==> src/rtl/icdf_ram.sv <==
// Generic single-write, single-read RAM with a registered read port.
// No dependencies.
`timescale 1ns / 1ps

module icdf_ram #(
  parameter int WIDTH = 8,
  parameter int DEPTH = 64
) (
  input  logic                     clk,
  input  logic                     we,
  input  logic [$clog2(DEPTH)-1:0] waddr,
  input  logic [WIDTH-1:0]         wdata,
  input  logic                     re,
  input  logic [$clog2(DEPTH)-1:0] raddr,
  output logic [WIDTH-1:0]         rdata
);

  logic [WIDTH-1:0] mem [DEPTH];
  logic [WIDTH-1:0] rdata_r;

  always_ff @(posedge clk) begin
    if (we) begin
      mem[waddr] <= wdata;
    end
    if (re) begin
      rdata_r <= mem[raddr];
    end
  end

  assign rdata = rdata_r;

endmodule

==> config.mk <==
export PLATFORM = sky130hd
export DESIGN_NAME = icdf_ram
export DESIGN_NICKNAME = d
export VERILOG_FILES = /design/src/rtl/icdf_ram.sv
export SDC_FILE = /design/constraint.sdc
export NUM_CORES = 1
export LEC_CHECK = 0
export ABC_AREA = 0
export CORE_ASPECT_RATIO = 1.4
export CORE_MARGIN = 1.5
export CORE_UTILIZATION = 67
export DETAILED_ROUTE_END_ITERATION = 16
export DONT_BUFFER_PORTS = 1
export GPL_TIMING_DRIVEN = 0
export PLACE_DENSITY = 0.83
export SYNTH_ARGS = -nofsm -noshare
export SYNTH_HDL_FRONTEND = slang
export SYNTH_SLANG_ARGS = --single-unit
==> constraint.sdc <==
create_clock -name clk -period 4.1 [get_ports clk]
set_clock_uncertainty 0.15 [all_clocks]
set_input_delay 0.82 -clock clk [delete_from_list [all_inputs] [get_ports clk]]
set_output_delay 0.82 -clock clk [all_outputs]
set_load 0.02 [all_outputs]
==> flow_metrics.py <==
metrics = {
    "timing": {
        "rsz0062_at_grt": "no",
        "slew_viol_final": 0,
        "hold_viol_final": 0,
        "min_period_ns": 3.36,
        "tightest_slew_ns": 1.45,
        "tns_ns": 0,
        "holdWs_ns": 0.200,
        "finalSetupViolCount": 0,
        "max_freq_ghz": 0.298,
        "finalCritPeriodShare_pct": 81.9,
        "maxSlewHeadroom_pct": 2.39,
    },
    "worst_setup_path": {
        "r2r-start": "mem[41][2]",
        "arrival_ns": 3.49,
        "reg2regPathDepth": 4,
        "critical_path.endpoint_type": "flop",
        "required_ns": 4.23,
        "worst_setup_path_start_kind": "primary input",
        "rrSetupSlack_ns": 1.66,
        "r2r-end": "rdata[2]",
        "crit_fanout": 10,
        "criticalPathCategory": "in2reg",
    },
    "yosys": {
        "synth-xor-area-share_pct": 0,
        "ys_seq_area_share_pct": 77.1,
        "synth_edf_count": 520,
        "synth_top_cell_area_share_pct": 77.1,
        "syn_area_sq_um": 20200,
        "syn_avg_cell_area_sq_um": 21.5,
        "synthMuxAreaShare_pct": 15.9,
        "netlist.top_cell.by_area": "edfxtp_1",
        "ys_warn_count": 0,
        "synthTopCellsByArea": "edfxtp_1, mux4_2, nor2_1",
        "ys_async_sr_fraction_pct": 0,
        "synth_top_family_by_area": "multiplexers",
        "synth_compound_area_share_pct": 2.06,
        "synthCells": 940,
        "synth_cell_types": 39,
        "synth_nets": 963,
        "yosys.area_share.simple_pct": 3.37,
        "ys_ff_latch": 520,
        "synth_flop_cell": "edfxtp_1",
        "synthAdderAreaFrac_pct": 0,
    },
    "die": {
        "die_height_um": 209,
        "std_cell_rows": 75,
        "core_area_sq_um": 29800,
        "initial_utilization_pct": 67.8,
        "dieArea_sq_um": 31300,
        "die_x_um": 150,
        "ios": 31,
    },
    "drt": {
        "drtIter0Drc": 1422,
        "drt_wl_total_um": 48900,
        "first_pass_iters": 7,
        "wl_per_cell_um": 34.8,
        "drc": 0,
        "final_antenna_net_count": 0,
        "via_per_inst": 7.32,
        "vias": 10300,
    },
    "job": {
        "cap_violations": 0,
    },
    "clocking": {
        "postCtsHoldBufs": 0,
        "path_clk_slew_ns": 0.06,
        "cts.sinks": 520,
        "cts-root-buf": "clkbuf_16",
        "cts_tree": "done",
        "cts_setup_buffers": 0,
        "ctsResizeCount": 0,
        "clock_latency_ns": 0.57,
        "cts.path.max_buffers": 3,
        "cts_buffers": 46,
        "htree_num_levels": 2,
    },
    "layout": {
        "antenna_cells": 0,
        "instances_no_fill": 1406,
        "layout.nets": 1011,
        "final_util_pct": 74.6,
        "drive_gt1_share_pct": 23.3,
        "area_delta_synth_final_pct": 10.0,
    },
    "pwr": {
        "leakage_nw": 6.90,
        "power_switching_mw": 2.15,
        "pwr-share-seq_pct": 54.5,
        "peakVddDrop_v": 0.000443,
        "p_sw_share_pct": 19.8,
        "p_int_mw": 8.70,
        "power.total_mw": 10.8,
        "comb_power_share_pct": 4.4,
        "power_density_nw_per_um2": 487,
        "power.share.clock_pct": 41.0,
    },
    "min_path": {
        "hp-class": "in2reg",
        "worstHoldEndpoint": "mem[0][1]",
        "hold_start": "wdata[1]",
        "worst_hold_path.num_cells": 0,
    },
    "place": {
        "gp_congestion": 0.968,
        "dpl.hpwl_um": 29500,
        "numPortBuffers": 0,
        "placed_cells": 1325,
    },
    "grt": {
        "grt_pass1_vias": 10500,
        "grt_max_degree": 65,
        "grt_usage_pct": 32.9,
        "antenna_found_initial": 1,
        "grt_pass1_wl_um": 70900,
        "overflow": 0,
    },
    "outcome": {
        "status": "completed",
    },
}
-- power groups by stage --
stage | logic [mW] | clock network, mW | registers (mW)
global route | 0.495 | 4.64 | 5.92
global placement | 0.454 | 0 | 6.03
floorplan | 0.314 | 0 | 6.03
CTS | 0.470 | 4.47 | 5.92
finish | 0.483 | 4.45 | 5.91
detailed placement | 0.460 | 0 | 6.03
-- worst max-delay path, stage by stage --
cell and delay, ns:
buf_4 0.19, buf_2 0.48, buf_4 0.33, buf_2 0.36, mux4_2 0.37, mux2i_1 0.35, a21oi_1 0.16, o21ai_1 0.22
o41ai_1 0.18
-- stage by stage --
step                      worst slack (ns)  area (sq um)
after floorplan                       1.32         20200
after global placement               0.462         20700
after detailed placement             0.415         20700
after CTS                            0.907         22300
after global routing                 0.778         22300
final                                0.743         22300
-- registers in the layout (all words and copies together), names as in the netlist --
name,cells
rdata,8
mem,512
-- cell usage after synthesis (3+ instances only) --
cell and instances:
nor2b_1 14, buf_4 13, o221ai_1 8, buf_2 11, nor3_1 7, nor2_1 83
a22oi_1 3, o2111ai_1 3, mux4_2 126, buf_1 4, o22ai_1 8, nand3b_1 3
nand2_1 19, mux2i_1 23, o2bb2ai_1 3, clkbuf_1 17, a221oi_1 6, a211oi_1 4
nand3_1 13, mux2_2 13, nand2b_1 7, buf_6 4, edfxtp_1 520, a21oi_1 3
-- worst max path at each step --
stage               cells past startpoint  slack (ns)      from       end
floorplan                               7        1.32  raddr[1]  rdata[3]
global placement                        7        0.46  raddr[1]  rdata[7]
detailed placement                      9        0.42  raddr[1]  rdata[5]
CTS                                     9        0.91  raddr[1]  rdata[5]
global route                            9        0.78  raddr[1]  rdata[5]
finish                                  9        0.74  raddr[1]  rdata[5]
-- metal layers --
metal,track usage [%],wire length (um)
met4,17.1,3140
met3,7.62,5350
met2,53.4,24600
met5,0,9
met1,41.8,15800
-- layout make-up --
class / count / area [sq um]
clock buffer: 56 / 1250
clock inverter: 25 / 294
buffer: 51 / 317
sequential: 520 / 15600
tap: 385 / 482
multi-input combinational: 369 / 4320
fill: 1566 / 7570
-- layout by cell type (no fill, tap or decap), drive strengths merged, types with 3 or more instances in the layout --
master	count
nand3b	3
nand3	13
a21oi	3
a221oi	6
mux4	126
o22ai	8
bufinv	7
o21ai	4
o2bb2ai	3
mux2	13
a22oi	3
o2111ai	3
buf	34
nand2b	7
mux2i	23
nor2	83
nor2b	14
a211oi	4
clkinv	17
o221ai	8
nand2	19
nor3	7
edfxtp	520
clkbuf	73
-- kinds of logic (layout without fill, tap and decap cells) --
| group | count (synthesis) | count (layout) |
|---|---|---|
| AO/OA/AOI/OAI | 54 | 54 |
| AND/OR/NAND/NOR | 153 | 153 |
| multiplexers | 162 | 162 |
| buffers and inverters | 51 | 132 |
| flip-flops | 520 | 520 |
No activity file was read; power rests on OpenSTA's default activity.
