**src/rtl/icdf_pkg.sv**
```systemverilog
// Shared types and constants for the inverse-CDF flow size sampler.
// Used by the divider, the sampler core and the checker under rtl; depends on nothing else.
`timescale 1ns / 1ps

package icdf_pkg;

  localparam int TABLE_DEPTH_DEF = 64;

  localparam int PROB_W     = 17;
  localparam int SIZE_W     = 32;
  localparam int IDX_W      = 6;
  localparam int ECNT_W     = 7;
  localparam int PROD_W     = PROB_W + SIZE_W;
  localparam int CFG_ADDR_W = 3;
  localparam int CFG_DATA_W = 32;
  localparam int CFG_SEL_BIT = 2;

  localparam logic [SIZE_W-1:0] RESET_DEFAULT_SIZE = 32'd1500;

  // Item actions.
  localparam logic ACT_LOAD   = 1'b0;
  localparam logic ACT_SAMPLE = 1'b1;

  // Register selects, taken from paddr[CFG_SEL_BIT].
  localparam logic REG_ENTRY_COUNT  = 1'b0;
  localparam logic REG_DEFAULT_SIZE = 1'b1;

  typedef struct packed {
    logic              action;
    logic [IDX_W-1:0]  entry_index;
    logic [PROB_W-1:0] entry_probability;
    logic [SIZE_W-1:0] entry_size;
    logic [PROB_W-1:0] uniform_sample;
  } in_beat_t;

  typedef struct packed {
    logic [SIZE_W-1:0] flow_size;
    logic              matched;
  } out_beat_t;

  typedef struct packed {
    logic              start;
    logic [PROD_W-1:0] dividend;
    logic [PROB_W-1:0] divisor;
  } div_req_t;

  typedef struct packed {
    logic              done;
    logic [SIZE_W-1:0] quotient;
  } div_rsp_t;

endpackage

```
**src/rtl/icdf_div.sv**
```systemverilog
// Radix-2 restoring divider, one quotient bit per cycle.
// Depends on icdf_pkg. The caller guarantees the quotient fits in SIZE_W bits.
`timescale 1ns / 1ps

module icdf_div (
  input  logic               clk,
  input  logic               rst_n,
  input  icdf_pkg::div_req_t req,
  output icdf_pkg::div_rsp_t rsp
);

  import icdf_pkg::*;

  localparam int STEP_W = $clog2(SIZE_W);

  logic              busy_r;
  logic              done_r;
  logic [STEP_W-1:0] cnt_r;
  logic [PROB_W-1:0] rem_r;
  logic [SIZE_W-1:0] shf_r;
  logic [PROB_W-1:0] den_r;

  logic [PROB_W:0]   trial;
  logic [PROB_W:0]   trial_sub;
  logic              ge;

  // The dividend's upper part is already below the divisor, so only the
  // low SIZE_W bits need a step each.
  always_comb begin
    trial     = {rem_r, shf_r[SIZE_W-1]};
    ge        = (trial >= {1'b0, den_r});
    trial_sub = trial - {1'b0, den_r};
  end

  always_ff @(posedge clk) begin
    if (req.start) begin
      rem_r <= req.dividend[PROD_W-1:SIZE_W];
      shf_r <= req.dividend[SIZE_W-1:0];
      den_r <= req.divisor;
      cnt_r <= STEP_W'(SIZE_W - 1);
    end else if (busy_r) begin
      rem_r <= ge ? trial_sub[PROB_W-1:0] : trial[PROB_W-1:0];
      shf_r <= {shf_r[SIZE_W-2:0], ge};
      cnt_r <= cnt_r - STEP_W'(1);
    end
    if (!rst_n) begin
      busy_r <= 1'b0;
      done_r <= 1'b0;
    end else begin
      done_r <= busy_r && (cnt_r == '0) && !req.start;
      if (req.start) begin
        busy_r <= 1'b1;
      end else if (busy_r && (cnt_r == '0)) begin
        busy_r <= 1'b0;
      end
    end
  end

  assign rsp.done     = done_r;
  assign rsp.quotient = shf_r;

endmodule

```
**config.mk**
```make
export PLATFORM = sky130hd
export DESIGN_NAME = icdf_div
export DESIGN_NICKNAME = d
export VERILOG_FILES = /design/src/rtl/icdf_pkg.sv /design/src/rtl/icdf_div.sv
export SDC_FILE = /design/constraint.sdc
export NUM_CORES = 1
export LEC_CHECK = 0
export ABC_AREA = 0
export BUFFER_PORTS_ARGS = -buffer_cell sky130_fd_sc_hd__buf_2
export CORE_MARGIN = 3
export CORE_UTILIZATION = 54
export CTS_BUF_LIST = sky130_fd_sc_hd__clkbuf_8 sky130_fd_sc_hd__clkbuf_16
export DETAILED_ROUTE_END_ITERATION = 8
export GPL_ROUTABILITY_DRIVEN = 1
export MAX_ROUTING_LAYER = met4
export PLACE_DENSITY = 0.88
export SLEW_MARGIN = 20
export SYNTH_ARGS = -nofsm -noshare
export SYNTH_HDL_FRONTEND = slang
export SYNTH_SLANG_ARGS = --single-unit
```
**constraint.sdc**
```tcl
create_clock -name clk -period 3.42 [get_ports clk]
set_clock_uncertainty 0.15 [all_clocks]
set_input_delay 0.342 -clock clk [delete_from_list [all_inputs] [get_ports clk]]
set_output_delay 0.342 -clock clk [all_outputs]
set_load 0.02 [all_outputs]
```
==> impl_metrics.toml <==
[sta]
relSlewSlack_pct = 45.8
finalHoldViolCount = 0
min_period_ns = 3.16
timing.setup.tns_ns = 0
rsz0062_at_grt = "false"
period_share_pct = 92.4
maxSlewViolCount = 0
worstMarginPinSlew_ns = 0.802
max_clock_freq_mhz = 316
finalSetupViolCount = 0

[final_layout]
stdcell_count = 559
fin_nets = 543
diodes = 0
area_growth_pct = 17.6
utilization_pct = 66.8
stdcell_area_um2 = 4920
drive_gt1_share_pct = 36.3
nFillCells = 588

[power]
leakagePower_nw = 2.10
ir_worst_vdd_uv = 339
powerDensity_nw_per_um2 = 595

[critical_path]
slowest_stage = "edfxtp_1"
worstPathCellList = "inv_1, ha_1, inv_1, fa_1, a21o_1, a221o_1, a211oi_2, o21a_1, mux2_2, mux2_2"
regToRegSetupSlack_ns = 0.26
end_kind = "flip-flop"
criticalPathCategory = "flip-flop to flip-flop"
crit_arrival_ns = 3.11
cp_max_fo = 6
max_stage_delay_ns = 0.41
r2r_cells = 10
worstReg2RegStart = "shf_r[31]$_DFFE_PP_"
r2r_end = "rem_r[1]$_DFFE_PP_"
critPathRequiredTime_ns = 3.37
worstSetupStartpointType = "flip-flop"

[synthesis]
synthArstFlopShare_pct = 0
synth_seq_area_share_pct = 50.7
synth_top_flop_cell = "edfxtp_1"
syn_avg_cell_area_um2 = 11.8
synth_area_um2 = 4180
synth_cells = 354
synth_edf_count = 66
ys_ff_latch = 73
synth.distinct_cells = 61
yosys_warnings = 0
syn-num-nets = 442

[clock_network]
root_buffer = "clkbuf_8"
post_cts_buffers = 0
cts_tree = "built"
cts_sinks = 73
htree_levels = 3
clock_latency_ns = 0.35
numCtsBuffers = 9
cts_buffer_depth = 2
clk_pin_slew_ns = 0.08

[global_route]
grt_pass1_wl_um = 14600
overflow = 0
grt_pass1_vias = 3215
grt_start_max_net_pins = 65
grt_usage_pct = 21.5
grt_antenna_before_repair = 0

[placement]
numPortBuffers = 101
postPlaceCellArea_um2 = 4710
detailed_place_hpwl_um = 6510
gp_congestion = 0.910
dp.cells = 542

[detailed_routing]
route.met2.wl_um = 4310
drt_iter0_markers = 184
wl_met1_um = 3860
wl_per_cell_um = 16.0
drtPass1Iterations = 4
route.vias.total = 3198
totalWireLength_um = 8940
highest_layer = "met4"
drc = 0
met3_length_um = 629
drtAntennaViolNets = 0
vias_per_cell = 5.72

[floorplan]
placementRows = 31
die_w_um = 94.0
die_y_um = 94.0
die_area_um2 = 8840
ioPinCount = 102
core_um2 = 7370
start_util_pct = 56.8

[worst_hold_path]
min_path_cells = 1
hp-class = "input port to flip-flop"
hp-start = "req[1]"
min_to = "den_r[1]$_DFFE_PP_"

[outcome]
status = "complete, no violations"

[job]
drv_cap = 0
==> Yosys cell counts, drive strengths merged, types with 2 or more instances <==
master | number | share of area [%]
a21oi | 21 | 2.5
a211o | 5 | 1.0
nand2b | 8 | 1.2
a22o | 2 | 0.42
a221oi | 2 | 0.57
nor4 | 2 | 0.30
a211oi | 5 | 1.1
nor3 | 9 | 1.1
and2 | 2 | 0.30
xnor2 | 4 | 0.84
a31oi | 3 | 0.45
inv | 27 | 2.4
nor2b | 7 | 1.0
or3 | 4 | 0.63
o21a | 3 | 0.54
nand3b | 2 | 0.36
nand3 | 8 | 0.96
o211ai | 2 | 0.36
nand4 | 3 | 0.45
a21o | 7 | 1.3
ha | 18 | 5.4
mux2i | 3 | 0.72
xor2 | 6 | 1.3
a31o | 2 | 0.42
and3 | 3 | 0.48
nor2 | 12 | 1.1
dfxtp | 7 | 3.4
or4 | 2 | 0.36
nor3b | 9 | 1.6
buf | 8 | 1.9
mux2 | 35 | 9.4
clkbuf | 10 | 1.6
edfxtp | 66 | 47
o21ai | 12 | 1.4
nand2 | 15 | 1.3
nor4b | 2 | 0.42
o31ai | 4 | 0.84
o21bai | 2 | 0.36
a22oi | 2 | 0.36
==> through the flow <==
| step | total power, W | setup WS, ns | hold WS [ns] |
|---|---|---|---|
| after floorplan | 0.00201 | 0.239 | 0.291 |
| after global placement | 0.00221 | 0.372 | 0.316 |
| after detailed placement | 0.00225 | 0.297 | 0.333 |
| after CTS | 0.00294 | 0.276 | 0.000463 |
| after global routing | 0.00310 | 0.124 | 0.00112 |
| final | 0.00293 | 0.259 | 0.0166 |
==> state kept, by name (all words and copies together), names as in the netlist <==
register and count:
cnt_r 5, den_r 17, busy_r 1, done_r 1, shf_r 32, rem_r 17
==> worst max-delay path, delay by kind of cell, from the launching register on <==
kind,cells,cell delay (ns)
compound gates,4,1.06
fa+ha+maj,2,0.56
buf+inv,2,0.15
flops,1,0.41
mux,2,0.59
==> cell families (layout without fill, tap and decap cells) <==
kind of cell             after synthesis  after routing  synth area share (%)
buffers and inverters                 45            151                  6.01
AO/OA/AOI/OAI                         79             79                  13.2
flip-flops                            73             73                  50.7
multiplexers                          38             38                  10.1
XOR/XNOR                              10             10                  2.09
adder cells (fa/ha/maj)               19             19                  5.86
AND/OR/NAND/NOR                       90             90                  12.0
==> area by class of cell <==
class / count / area [um^2] / share of cell area, %
Multi-Input combinational cell: 236 / 1810 / 36.8
Timing Repair Buffer: 108 / 563 / 11.4
Sequential cell: 73 / 2120 / 43.1
Clock buffer: 9 / 124 / 2.52
Tap cell: 99 / 124 / 2.52
Inverter: 27 / 101 / 2.06
Clock inverter: 7 / 76.3 / 1.55
==> worst max path at each step <==
stage / start / to / slack [ns]
2_1_floorplan: shf_r[31]$_DFFE_PP_ / rem_r[1]$_DFFE_PP_ / 0.24
3_3_place_gp: shf_r[31]$_DFFE_PP_ / rem_r[1]$_DFFE_PP_ / 0.37
3_5_place_dp: shf_r[31]$_DFFE_PP_ / rem_r[1]$_DFFE_PP_ / 0.30
4_1_cts: shf_r[31]$_DFFE_PP_ / rem_r[1]$_DFFE_PP_ / 0.28
5_1_grt: shf_r[31]$_DFFE_PP_ / rem_r[1]$_DFFE_PP_ / 0.12
6_report: shf_r[31]$_DFFE_PP_ / rem_r[1]$_DFFE_PP_ / 0.26
==> timing repair <==
action | 4_1_cts | 5_1_grt
resized for setup | 0 | 0
endpoints found under the hold margin | 1 | 0
hold buffers | 1 | 0
==> report_power, final <==
group | internal, W | switching, W | leakage [nW]
logic | 0.000460 | 0.000601 | 1.28
registers | 0.00112 | 0.0000605 | 0.717
clock network | 0.000342 | 0.000339 | 0.0979
total | 0.00193 | 0.00100 | 2.10
==> cells in the final DEF (no fill, tap or decap), drive strengths merged, types with 3 or more instances in the layout <==
cell type and instances:
buf 107, edfxtp 66, mux2 35, inv 29, a21oi 21, ha 18
nand2 15, nor2 12, o21ai 12, nor3b 9, nor3 9, clkbuf 9
nand2b 8, nand3 8, nor2b 7, dfxtp 7, a21o 7, xor2 6
a211o 5, a211oi 5, xnor2 4, or3 4, o31ai 4, o21a 3
a31oi 3, nand4 3, mux2i 3, and3 3, clkinv 3
==> routing by layer <==
metal  GRT usage (%)  vias up
li1                -     1528
met1            27.1     1544
met2            34.1      109
met3            5.53       17
met4            7.34        0
met5               -        -
No activity file was read; power rests on OpenSTA's default activity.
